**config.mk**
```make
export PLATFORM = sky130hd
export DESIGN_NAME = rgb_to_gray_multimode_top
export DESIGN_NICKNAME = d
export VERILOG_FILES = /design/src/rtl/core/rtg_pkg.sv /design/src/rtl/core/rtg_calc.sv /design/src/rtl/core/rgb_to_gray_multimode_top.sv
export SDC_FILE = /design/constraint.sdc
export NUM_CORES = 1
export LEC_CHECK = 0
export BUFFER_PORTS_ARGS = -buffer_cell sky130_fd_sc_hd__buf_2
export CAP_MARGIN = 15
export CELL_PAD_IN_SITES_DETAIL_PLACEMENT = 1
export CELL_PAD_IN_SITES_GLOBAL_PLACEMENT = 2
export CORE_MARGIN = 4
export CORE_UTILIZATION = 38
export CTS_CLUSTER_SIZE = 28
export DETAILED_ROUTE_END_ITERATION = 10
export MAX_ROUTING_LAYER = met4
export PLACE_DENSITY = 0.91
export SLEW_MARGIN = 10
export SYNTH_ARGS = -nofsm -noshare
export SYNTH_HDL_FRONTEND = slang
export SYNTH_HIERARCHICAL = 1
export SYNTH_SLANG_ARGS = --single-unit
```
**constraint.sdc**
```tcl
create_clock -name i_clk -period 8.7 [get_ports i_clk]
set_clock_uncertainty 0.1 [all_clocks]
set_input_delay 0.435 -clock i_clk [delete_from_list [all_inputs] [get_ports i_clk]]
set_output_delay 0.435 -clock i_clk [all_outputs]
set_load 0.01 [all_outputs]
```
**src/rtl/core/rtg_pkg.sv**
```systemverilog
`timescale 1ns / 1ps

package rtg_pkg;

    localparam int PIX_W     = 8;
    localparam int MODE_W    = 2;
    localparam int CFG_IDX_W = 2;
    localparam int CFG_DAT_W = 8;

    localparam logic [MODE_W-1:0] MODE_LUMA   = 2'd0;
    localparam logic [MODE_W-1:0] MODE_AVG    = 2'd1;
    localparam logic [MODE_W-1:0] MODE_DESAT  = 2'd2;
    localparam logic [MODE_W-1:0] MODE_THRESH = 2'd3;

    localparam logic [CFG_IDX_W-1:0] REG_GRAY_MODE = 2'd0;
    localparam logic [CFG_IDX_W-1:0] REG_THRESHOLD = 2'd1;

    localparam logic [MODE_W-1:0] MODE_RESET  = MODE_LUMA;
    localparam logic [PIX_W-1:0]  LEVEL_RESET = 8'd128;

    localparam logic [PIX_W-1:0] GRAY_WHITE = 8'd255;
    localparam logic [PIX_W-1:0] GRAY_BLACK = 8'd0;

    // Luma weights, 0.299 / 0.587 / 0.114 scaled by 2^16
    localparam int WEIGHT_W     = 16;
    localparam int WEIGHT_SHIFT = 16;
    localparam logic [WEIGHT_W-1:0] WEIGHT_RED   = 16'd19595;
    localparam logic [WEIGHT_W-1:0] WEIGHT_GREEN = 16'd38470;
    localparam logic [WEIGHT_W-1:0] WEIGHT_BLUE  = 16'd7471;

    // floor(x/3) == (x*683) >> 11 for x < 2048
    localparam int SUM_W      = PIX_W + 2;
    localparam int RECIP_W    = 10;
    localparam int RECIP_SH   = 11;
    localparam logic [RECIP_W-1:0] RECIP_3 = 10'd683;

    typedef struct packed {
        logic [MODE_W-1:0] mode;
        logic [PIX_W-1:0]  level;
    } t_cfg;

endpackage

```
**src/rtl/core/rtg_calc.sv**
```systemverilog
`timescale 1ns / 1ps

module rtg_calc (
    input  rtg_pkg::t_cfg                 i_cfg,
    input  logic [rtg_pkg::PIX_W-1:0]     i_red,
    input  logic [rtg_pkg::PIX_W-1:0]     i_green,
    input  logic [rtg_pkg::PIX_W-1:0]     i_blue,
    output logic [rtg_pkg::PIX_W-1:0]     o_gray
);

    localparam int LUMA_W = rtg_pkg::PIX_W + rtg_pkg::WEIGHT_W + 2;
    localparam int PROD_W = rtg_pkg::SUM_W + rtg_pkg::RECIP_W;

    logic [LUMA_W-1:0]              luma_sum;
    logic [rtg_pkg::SUM_W-1:0]      ch_sum;
    logic [PROD_W-1:0]              avg_prod;
    logic [rtg_pkg::PIX_W-1:0]      avg;
    logic [rtg_pkg::PIX_W-1:0]      hi;
    logic [rtg_pkg::PIX_W-1:0]      lo;
    logic [rtg_pkg::PIX_W:0]        hl_sum;

    assign luma_sum = LUMA_W'(i_red)   * LUMA_W'(rtg_pkg::WEIGHT_RED)
                    + LUMA_W'(i_green) * LUMA_W'(rtg_pkg::WEIGHT_GREEN)
                    + LUMA_W'(i_blue)  * LUMA_W'(rtg_pkg::WEIGHT_BLUE);

    assign ch_sum   = rtg_pkg::SUM_W'(i_red) + rtg_pkg::SUM_W'(i_green)
                    + rtg_pkg::SUM_W'(i_blue);
    assign avg_prod = PROD_W'(ch_sum) * PROD_W'(rtg_pkg::RECIP_3);
    assign avg      = avg_prod[rtg_pkg::RECIP_SH +: rtg_pkg::PIX_W];

    always_comb begin
        hi = i_red;
        lo = i_red;
        if (i_green > hi) hi = i_green;
        if (i_blue > hi)  hi = i_blue;
        if (i_green < lo) lo = i_green;
        if (i_blue < lo)  lo = i_blue;
    end

    assign hl_sum = {1'b0, hi} + {1'b0, lo};

    always_comb begin
        case (i_cfg.mode)
            rtg_pkg::MODE_LUMA:   o_gray = luma_sum[rtg_pkg::WEIGHT_SHIFT +: rtg_pkg::PIX_W];
            rtg_pkg::MODE_AVG:    o_gray = avg;
            rtg_pkg::MODE_DESAT:  o_gray = hl_sum[rtg_pkg::PIX_W:1];
            rtg_pkg::MODE_THRESH: o_gray = (avg >= i_cfg.level) ? rtg_pkg::GRAY_WHITE
                                                                : rtg_pkg::GRAY_BLACK;
            default:              o_gray = rtg_pkg::GRAY_BLACK;
        endcase
    end

endmodule

```
**src/rtl/core/rgb_to_gray_multimode_top.sv**
```systemverilog
`timescale 1ns / 1ps

// RGB to gray converter, four methods chosen by gray_mode (index 0): weighted
// luminance, average, desaturation (max+min)/2, and black/white threshold
// against threshold_level (index 1). One pixel per clock is accepted unless
// the input is stalled, and each gives one gray value on the output through an
// input register, then the conversion logic, then the output register. Both
// stages advance independently, so the input is stalled only while both hold
// data and the output is stalled. Registers are written through the cfg port,
// which is always ready; write them only while no pixel is in flight.

module rgb_to_gray_multimode_top (
    input  logic                            i_clk,
    input  logic                            i_rst_n,
    input  logic                            i_cfg_valid,
    output logic                            o_cfg_ready,
    input  logic [rtg_pkg::CFG_IDX_W-1:0]   i_cfg_index,
    input  logic [rtg_pkg::CFG_DAT_W-1:0]   i_cfg_data,
    input  logic                            i_in_valid,
    output logic                            o_in_stall,
    input  logic [rtg_pkg::PIX_W-1:0]       i_red,
    input  logic [rtg_pkg::PIX_W-1:0]       i_green,
    input  logic [rtg_pkg::PIX_W-1:0]       i_blue,
    output logic                            o_out_valid,
    input  logic                            i_out_stall,
    output logic [rtg_pkg::PIX_W-1:0]       o_gray
);

    rtg_pkg::t_cfg                  r_cfg;
    logic                           r_s1_vld;
    logic [rtg_pkg::PIX_W-1:0]      r_red;
    logic [rtg_pkg::PIX_W-1:0]      r_green;
    logic [rtg_pkg::PIX_W-1:0]      r_blue;
    logic                           r_out_vld;
    logic [rtg_pkg::PIX_W-1:0]      r_gray;
    logic [rtg_pkg::PIX_W-1:0]      n_gray;
    logic                           out_move;
    logic                           s1_load;
    logic                           in_acc;

    assign o_cfg_ready = 1'b1;

    always_ff @(posedge i_clk) begin
        if (!i_rst_n) begin
            r_cfg.mode  <= rtg_pkg::MODE_RESET;
            r_cfg.level <= rtg_pkg::LEVEL_RESET;
        end else if (i_cfg_valid) begin
            case (i_cfg_index)
                rtg_pkg::REG_GRAY_MODE: r_cfg.mode  <= i_cfg_data[rtg_pkg::MODE_W-1:0];
                rtg_pkg::REG_THRESHOLD: r_cfg.level <= i_cfg_data[rtg_pkg::PIX_W-1:0];
                default: ;
            endcase
        end
    end

    assign out_move   = !r_out_vld || !i_out_stall;
    assign s1_load    = !r_s1_vld || out_move;
    assign o_in_stall = !s1_load;
    assign in_acc     = i_in_valid && s1_load;

    always_ff @(posedge i_clk) begin
        if (!i_rst_n) begin
            r_s1_vld  <= 1'b0;
            r_out_vld <= 1'b0;
        end else begin
            if (s1_load) r_s1_vld <= i_in_valid;
            if (out_move) r_out_vld <= r_s1_vld;
        end
    end

    always_ff @(posedge i_clk) begin
        if (in_acc) begin
            r_red   <= i_red;
            r_green <= i_green;
            r_blue  <= i_blue;
        end
        if (out_move && r_s1_vld) r_gray <= n_gray;
    end

    rtg_calc u_calc (
        .i_cfg   (r_cfg),
        .i_red   (r_red),
        .i_green (r_green),
        .i_blue  (r_blue),
        .o_gray  (n_gray)
    );

    assign o_out_valid = r_out_vld;
    assign o_gray      = r_gray;

    a_stall_needs_full: assert property (@(posedge i_clk) disable iff (!i_rst_n)
        o_in_stall |-> (r_s1_vld && r_out_vld && i_out_stall))
        else $error("input stalled with a free stage");

    a_s1_holds: assert property (@(posedge i_clk) disable iff (!i_rst_n)
        (r_s1_vld && !out_move) |=> (r_s1_vld && $stable(r_red) && $stable(r_green)
                                     && $stable(r_blue)))
        else $error("stage 1 transaction lost while output stalled");

    a_out_filled: assert property (@(posedge i_clk) disable iff (!i_rst_n)
        (r_s1_vld && out_move) |=> (r_out_vld && r_gray == $past(n_gray)))
        else $error("stage 1 transaction not moved to output");

    a_thresh_bw: assert property (@(posedge i_clk) disable iff (!i_rst_n)
        (r_s1_vld && r_cfg.mode == rtg_pkg::MODE_THRESH)
            |-> (n_gray == rtg_pkg::GRAY_WHITE || n_gray == rtg_pkg::GRAY_BLACK))
        else $error("threshold mode gave a grey level");

endmodule
```
Yosys cells after proc, flatten, opt, wreduce, memory -nomap -nowiden:

Index checks and enable logic that the tools add are counted.

* equality and inequality tests: 4
* muxes and demuxes: 6
* magnitude comparators: 5
* multiply operators: 4
* reductions and logical operators: 12
* add/subtract/negate cells: 5

Operator list (count)
* $mul A8 B15 Y23 const B: 2
* $mux W8: 5
* $pmux W8 S4: 1
* $add A23 B24 Y24: 1
* $add A24 B21 Y24: 1
* $mul A8 B13 Y21 const B: 1
* $mul A10 B10 Y19 const B: 1
* $add A8 B8 Y9: 2
* $gt A8 B8 Y1: 2
* $lt A8 B8 Y1: 2
* $add A10 B8 Y10: 1
* $ge A8 B8 Y1: 1
* $eq A2 B1 Y1 const B: 2
* $eq A2 B2 Y1 const B: 2
* $logic_not A1 Y1: 4
* $logic_not A2 Y1: 2
* $reduce_and A2 Y1: 2
* $logic_and A1 B1 Y1: 2
* $logic_or A1 B1 Y1: 2

* register bits: 44
* word-level logic and storage cells: 44
* output and inout port bits: 11
* input bits: 39

Depth between registers and ports, before layout:

Gate-level depths: netlist (run 1).

* depth in word-level cells: 6
* mapped depth: 38
* gate-level depth less buffers: 38

Hierarchy:

The synthesis (run 1) kept the hierarchy.

By module, submodules not included
* rtg_calc: cells each 1086, area an instance 9714.3 um^2, sequential area each 0.0 um^2, times used 1
* rgb_to_gray_multimode_top: cells each 85, area an instance 1471.4 um^2, sequential area each 1201.2 um^2, times used 1

Worst setup path after synthesis (run 1):

No wires, ideal clock.

* kind: flip-flop to flip-flop
* start: register r_red[1] in the netlist's numbering
* end: register r_gray (netlist bit o_gray[4]), data pin
* arrival time: 8.072 ns
* clock period less this slack: 8.439 ns
* cell stages (with the launch flop): 39
* setup slack: 0.261 ns
* path buffers: 0
* path through: edfxtp_1 inv_1 fa_1 inv_1 ha_1 inv_1 fa_1 inv_1 a21oi_1 o21bai_1 a21o_1 a21o_1 xnor2_1 inv_1 ha_1 ha_1 inv_1 fa_1 [... 3 more ...] fa_1 inv_1 ha_1 a21o_1 a21o_1 a21o_1 o21ai_1 a21oi_1 or3_1 and2_1 ha_1 a21o_1 a21o_1 a21o_1 a2111oi_1 o21ai_1 o211ai_1 o211ai_2

* word-level cells in the longest chain between the ends: 6
* elaborated cells on any way between the ends: 18
* classes of those cells: add/sub: 5; mul: 2; order compare: 5; mux: 6

Ends and longest elaborated chain
* start, declared: RTL line rgb_to_gray_multimode_top.sv:31 `logic [rtg_pkg::PIX_W-1:0] r_red;`
* start signal, assigned: RTL line rgb_to_gray_multimode_top.sv:73 `r_red <= i_red;`
* $add A8 B8 Y9 (tied with other cells): RTL line rtg_calc.sv:26 `assign ch_sum = rtg_pkg::SUM_W'(i_red) + rtg_pkg::SUM_W'(i_green)`
* $add A10 B8 Y10 (tied with other cells): RTL line rtg_calc.sv:27 `+ rtg_pkg::SUM_W'(i_blue);`
* $mul A10 B10 Y19 (tied with other cells): RTL line rtg_calc.sv:28 `assign avg_prod = PROD_W'(ch_sum) * PROD_W'(rtg_pkg::RECIP_3);`
* $ge A8 B8 Y1 (tied with other cells): RTL line rtg_calc.sv:47 `rtg_pkg::MODE_THRESH: o_gray = (avg >= i_cfg.level) ? rtg_pkg::GRAY_WHITE`
* $mux W8 / $add A8 B8 Y9 (equally long branches): RTL line rtg_calc.sv:47, rtg_calc.sv:40
* $pmux W8 S4 (*): RTL line rtg_calc.sv:43 `case (i_cfg.mode)`
* net n_gray (one bit): RTL line rgb_to_gray_multimode_top.sv:36 `logic [rtg_pkg::PIX_W-1:0] n_gray;`
* end signal, assigned: RTL line rgb_to_gray_multimode_top.sv:77 `if (out_move && r_s1_vld) r_gray <= n_gray;`
* end, declared: RTL line rgb_to_gray_multimode_top.sv:35 `logic [rtg_pkg::PIX_W-1:0] r_gray;`

The timed path passes the listed nets; every way through them passes the cells marked *.
A chain may end at the register's enable or synchronous reset.

Worst setup path in the final report (run 1):

* start: register r_green[1] in the netlist's numbering
* end: register r_gray (netlist bit o_gray[4]), data pin

* word-level cells in the longest chain between the ends: 6
* elaborated cells on any way between the ends: 18
* classes of those cells: add/sub: 5; mul: 2; order compare: 5; mux: 6

Ends and longest elaborated chain
* start, declared: RTL line rgb_to_gray_multimode_top.sv:32 `logic [rtg_pkg::PIX_W-1:0] r_green;`
* start signal, assigned: RTL line rgb_to_gray_multimode_top.sv:74 `r_green <= i_green;`
* $add A8 B8 Y9 (tied with other cells): RTL line rtg_calc.sv:26
* $add A10 B8 Y10 (tied with other cells): RTL line rtg_calc.sv:27
* $mul A10 B10 Y19 (tied with other cells): RTL line rtg_calc.sv:28
* $ge A8 B8 Y1 (tied with other cells): RTL line rtg_calc.sv:47
* $mux W8 / $add A8 B8 Y9 (equally long branches): RTL line rtg_calc.sv:47, rtg_calc.sv:40
* $pmux W8 S4 (*): RTL line rtg_calc.sv:43
* net n_gray (one bit): RTL line rgb_to_gray_multimode_top.sv:36

Marked as above.

==> out/results.ini, run 1 <==
[critical_path]
worstSetupStartpointType=flop
startpoint=r_green[1]$_DFFE_PP_
setup.worst_path.end=o_gray[4]$_DFFE_PP_
ff2ff_path_depth=38
worstReg2RegEnd=o_gray[4]$_DFFE_PP_
critPathMaxStageDelay_ps=530
crit_slowest_cell=fa_1
crit_type=flop to flop
cp_data_arrival_time_ps=8230
crit_buf_inv=9
cp.required_ps=8630
crit_path_max_fanout=5
path_common_cell=inv_1
end_kind=flop
critPathTopFamily=adder cells
timing.rr.start=r_green[1]$_DFFE_PP_
reg2reg_slack_ps=400
critical_path_cell_count=38

[routing]
viasPerCell=5.12
wl_per_cell_um=18.9
drtPass1Iterations=4
drcViolationCount=0
ant_nets=0
wirelength_mm=30.9
first_iter_violations=225
num_vias=8378

[final_layout]
synthToLayoutAreaGrowth_pct=10.4
n_fill_cell=3422
multiInputGateArea_um2=8860
finalInstanceArea_um2=12300
drive_above_1_share_pct=9.84
nNetsFinal=1695
regArea_um2=1200
fin_cells=1636

[yosys]
ys.flop_type=edfxtp_1
synth-edff-count=32
syn_avg_cell_area_um2=9.55
synth_top_area_cell=ha_1
ys_seq_area_share_pct=10.7
synth_area_leaders=ha_1 29%, fa_1 26%, inv_1 10%
synth_nets=1617
synthTopCellsByCount=303 x inv_1, 259 x ha_1, 148 x fa_1
async_flop_share_pct=0
synthCells=1171
yosys_warnings=6
post-synth-top-count-cell=inv_1
syn_area_um2=11200
synth_cell_types=71
netlist.area_leader.share_pct=29.0
synth-seq-cells=44

[job]
max_cap_violations=0

[cts]
cts_buffers=5
htreeDepth=2
cts.sink_count=44
path_clk_slew_ps=70
tritoncts=done
cts.path.max_buffers=2
root_buffer=clkbuf_16
clock_latency_ps=290
hold_buffers=0

[floorplan]
coreArea_um2=28900
num_rows=62
fp.dieArea_um2=32200
initial_core_util_pct=38.8
die_x_um=180
ios=50
fp.dieH_um=180

[place]
io_buffers=48
dp.cells=1622
routabilityCongestion=0.917
dpl-instance-area_um2=12100
hpwl_mm=27.7

[global_routing]
grt_pass1_vias=9594
grt-ovfl-total=0
track_usage_pct=19.6
antenna_found_initial=3
grt_max_degree=25
grt_first_pass_wirelength_mm=49.2

[sta]
fin_crit_ps=8300
timing.hold.ws_ps=216
hold_viol_final=0
finalSetupViolCount=0
slew_violations=0
period_share_pct=95.4
relSlewSlack_pct=44.1
fmax_mhz=121
timing.setup.tns_ps=0
worst_pin_slew_ps=831

[hold_path]
hold_class=input port to flop

[outcome]
outcome=completed

## per-layer routing
layer	global-route usage (%)	wire length (um)
met4	10.9	1960
met3	1.31	634
met2	34.6	16000
met1	22.1	12300
met5	-	0
## cell usage in the layout (no fill, tap or decap), types with 3 or more instances in the layout
| cell type | count |
|---|---|
| nor2b_1 | 6 |
| o21a_1 | 6 |
| o21ai_2 | 3 |
| nand4_1 | 5 |
| or3_1 | 3 |
| edfxtp_1 | 32 |
| ha_1 | 258 |
| xor2_1 | 16 |
| nand2b_1 | 9 |
| xnor2_1 | 26 |
| a211oi_1 | 8 |
| clkbuf_16 | 6 |
| o211ai_2 | 3 |
| a21o_1 | 27 |
| o21ai_0 | 12 |
| o21ai_1 | 10 |
| a21oi_2 | 3 |
| nor3_1 | 10 |
| buf_4 | 33 |
| a2111oi_0 | 4 |
| dfxtp_1 | 12 |
| inv_1 | 302 |
| nor2_1 | 55 |
| o211ai_1 | 5 |
| a31oi_1 | 3 |
| fa_1 | 147 |
| buf_2 | 48 |
| a21oi_1 | 73 |
| nand2_1 | 38 |
| or2_2 | 3 |
| nand3_1 | 10 |
| and3_1 | 3 |
| o21bai_1 | 7 |
| a21boi_1 | 4 |
| mux2i_1 | 10 |
## worst min path at each step
stage,cells past startpoint,start,to
2_1_floorplan,2,r_cfg[9]$_SDFFE_PN0P_,r_cfg[9]$_SDFFE_PN0P_
3_3_place_gp,2,r_cfg[6]$_SDFFE_PN0P_,r_cfg[6]$_SDFFE_PN0P_
3_5_place_dp,2,r_cfg[2]$_SDFFE_PN0P_,r_cfg[2]$_SDFFE_PN0P_
4_1_cts,1,i_blue[7],r_blue[7]$_DFFE_PP_
5_1_grt,1,i_blue[7],r_blue[7]$_DFFE_PP_
6_report,1,i_blue[6],r_blue[6]$_DFFE_PP_
## repair_timing
item | 4_1_cts | 5_1_grt
gates resized for setup | 1 | 12
buffers inserted | 0 | 4
endpoints found under the setup margin | 6 | 8
pin swaps | 0 | 7
## flip-flops by register name, indices dropped and copies added, names as in the netlist
name	flops
o_gray	8
o_out_valid	1
r_blue	8
r_cfg	10
r_green	8
r_red	8
r_s1_vld	1
## kinds of logic after synthesis
kind of cell	share of synthesized area [%]
AOI/OAI and AO/OA	12.0
muxes	0.895
adders and majority gates	55.5
other	0.0335
DFF	10.7
buffers and inverters	10.7
xor gates and xnor gates	3.50
and+or+nand+nor	6.70
## final cells by class
| class | count | area share, % |
|---|---|---|
| multi-input combinational | 813 | 71.7 |
| sequential | 44 | 9.73 |
| inverter | 304 | 9.24 |
| timing repair buffer | 81 | 3.95 |
| tap | 384 | 3.89 |
| clock buffer | 7 | 1.33 |
| clock inverter | 1 | 0.0709 |
| antenna | 2 | 0.0405 |
## through the flow
step / utilization, % / setup slack (ps)
6_report: 42.8 / 403
5_1_grt: 42.8 / -64.3
4_1_cts: 42.5 / 57.9
3_5_place_dp: 41.8 / -36.9
3_3_place_gp: 41.8 / 170
2_1_floorplan: - / 261
Power of run 1 is not shown: default switching activity piles up to over one toggle a cycle in this logic, so the estimate is an artifact.
==> inputs of run 2 (changes only) <==
--- a/config.mk
+++ b/config.mk
@@ -13,8 +13,9 @@
 export CORE_UTILIZATION = 38
 export CTS_CLUSTER_SIZE = 28
 export DETAILED_ROUTE_END_ITERATION = 10
+export GPL_ROUTABILITY_DRIVEN = 0
 export MAX_ROUTING_LAYER = met4
-export PLACE_DENSITY = 0.91
+export PLACE_DENSITY = 0.77
 export SLEW_MARGIN = 10
 export SYNTH_ARGS = -nofsm -noshare
 export SYNTH_HDL_FRONTEND = slang
==> out/results.ini, run 2 (synthesis results as in run 1) <==
[outcome]
outcome=completed

[routing]
num_vias=8156  ; -2.6%
drcViolationCount=0  ; unchanged
drtPass1Iterations=4  ; unchanged
viasPerCell=4.97  ; -2.9%
wirelength_mm=30.8  ; -0.46%
first_iter_violations=267  ; +19%
wl_per_cell_um=18.8  ; -0.76%
ant_nets=0  ; unchanged

[critical_path]
crit_slowest_cell=fa_1
critPathMaxStageDelay_ps=530  ; about the same
startpoint=r_blue[1]$_DFFE_PP_
critPathTopFamily=adder cells
ff2ff_path_depth=38  ; unchanged
path_common_cell=inv_1
crit_buf_inv=9  ; unchanged
timing.rr.start=r_blue[1]$_DFFE_PP_
crit_type=flop to flop
reg2reg_slack_ps=400  ; about the same
cp.required_ps=8630  ; about the same
end_kind=flop
crit_path_max_fanout=5  ; unchanged
worstReg2RegEnd=o_gray[4]$_DFFE_PP_
worstSetupStartpointType=flop
cp_data_arrival_time_ps=8240  ; about the same

[floorplan]
die_x_um=180  ; unchanged
initial_core_util_pct=38.8  ; unchanged
num_rows=62  ; unchanged
fp.dieArea_um2=32200  ; unchanged
coreArea_um2=28900  ; unchanged
fp.dieH_um=180  ; unchanged
ios=50  ; unchanged

[final_layout]
multiInputGateArea_um2=8850  ; -0.13%
layout_common_cells=301 x inv_1, 258 x ha_1, 148 x fa_1
layout_commonest_cell=inv_1
synthToLayoutAreaGrowth_pct=10.4  ; about the same
nNetsFinal=1702  ; +0.41%
finalInstanceArea_um2=12400  ; about the same
n_antenna_cell=0  ; -2
regMostFlops=r_cfg
largest_reg_flops=10  ; unchanged
drive_above_1_share_pct=10.1  ; +0.26 points
n_fill_cell=3374  ; -1.4%
regArea_um2=1200  ; unchanged

[global_routing]
antenna_found_initial=0  ; -3
track_usage_pct=19.8  ; +0.22 points
met2_usage_pct=35.9  ; +1.4 points
grt_max_degree=25  ; unchanged
grt_first_pass_wirelength_mm=49.2  ; about the same
grt_util_met3_pct=0.990  ; -0.32 points
grt-busiest-layer=met2
grt_pass1_vias=9080  ; -5.4%
grt-ovfl-total=0  ; unchanged
met1_usage_pct=23.3  ; +1.2 points

[sta]
period_share_pct=95.4  ; about the same
slew_violations=0  ; unchanged
relSlewSlack_pct=42.3  ; -1.7 points
fmax_mhz=120  ; about the same
fin_crit_ps=8300  ; +5.50 ps
worst_pin_slew_ps=862  ; +30.5 ps
hold_viol_final=0  ; unchanged
finalSetupViolCount=0  ; unchanged

[cts]
tritoncts=done
cts.sink_count=44  ; unchanged
clock_latency_ps=290  ; about the same
htreeDepth=2  ; unchanged
path_clk_slew_ps=70  ; about the same
root_buffer=clkbuf_16
cts_buffers=5  ; unchanged
cts.path.max_buffers=2  ; unchanged

[place]
dpl-instance-area_um2=12100  ; +0.25%
hpwl_mm=27.3  ; -1.3%
io_buffers=48  ; unchanged

[hold_path]
min_from=i_red[5]
hold_class=input port to flop
holdPathEnd=r_red[5]$_DFFE_PP_
min_path_cells=1  ; unchanged

[job]
max_cap_violations=0  ; unchanged

-- run 2: changes by cell type in the layout (fill, tap and decap cells not counted), sizes merged --
cell    delta
buf        +7
diode      -2
clkbuf     -1
inv        +1
-- run 2: timing repair --
action                                  in CTS  in global routing
endpoints found under the setup margin       0                  8
hold buffers                                 0                  0
setup buffers                                0                  7
gates resized for setup                      0                 10
-- run 2: through the flow --
step                      setup slack (ps)  hold WS [ps]  cells  utilization, %  TNS (ps)
after floorplan                        261           334   1171               -         0
after global placement                 215           345   1626            41.9         0
after global routing                 -52.6           207   1641            42.8      -155
final                                  398           219   1641            42.8         0
after detailed placement              47.5           352   1626            41.9         0
after CTS                             33.0           210   1634            42.4         0
-- run 2: worst max path at each step --
stage                                     end  slack, ps  cells after the start
final                     o_gray[4]$_DFFE_PP_        400                     38
after CTS                 o_gray[4]$_DFFE_PP_         30                     38
after global placement    o_gray[4]$_DFFE_PP_        220                     38
after global routing      o_gray[1]$_DFFE_PP_        -50                     38
after detailed placement  o_gray[4]$_DFFE_PP_         50                     38
after floorplan           o_gray[4]$_DFFE_PP_        260                     38
-- run 2: layout make-up --
cell class | count | area share (%)
Clock buffer | 6 | 1.04
Clock inverter | 2 | 0.0912
Inverter | 304 | 9.24
Multi-Input combinational cell | 813 | 71.6
Sequential cell | 44 | 9.73
Tap cell | 384 | 3.89
Timing Repair Buffer | 88 | 4.38
-- run 2: layer usage --
layer  wire length [um]  up-vias
li1                   -     3994
met1              13000     4047
met2              16100       79
met3                452       36
met4               1270        0
met5                  0        -
Power of run 2 is left out for the same reason.
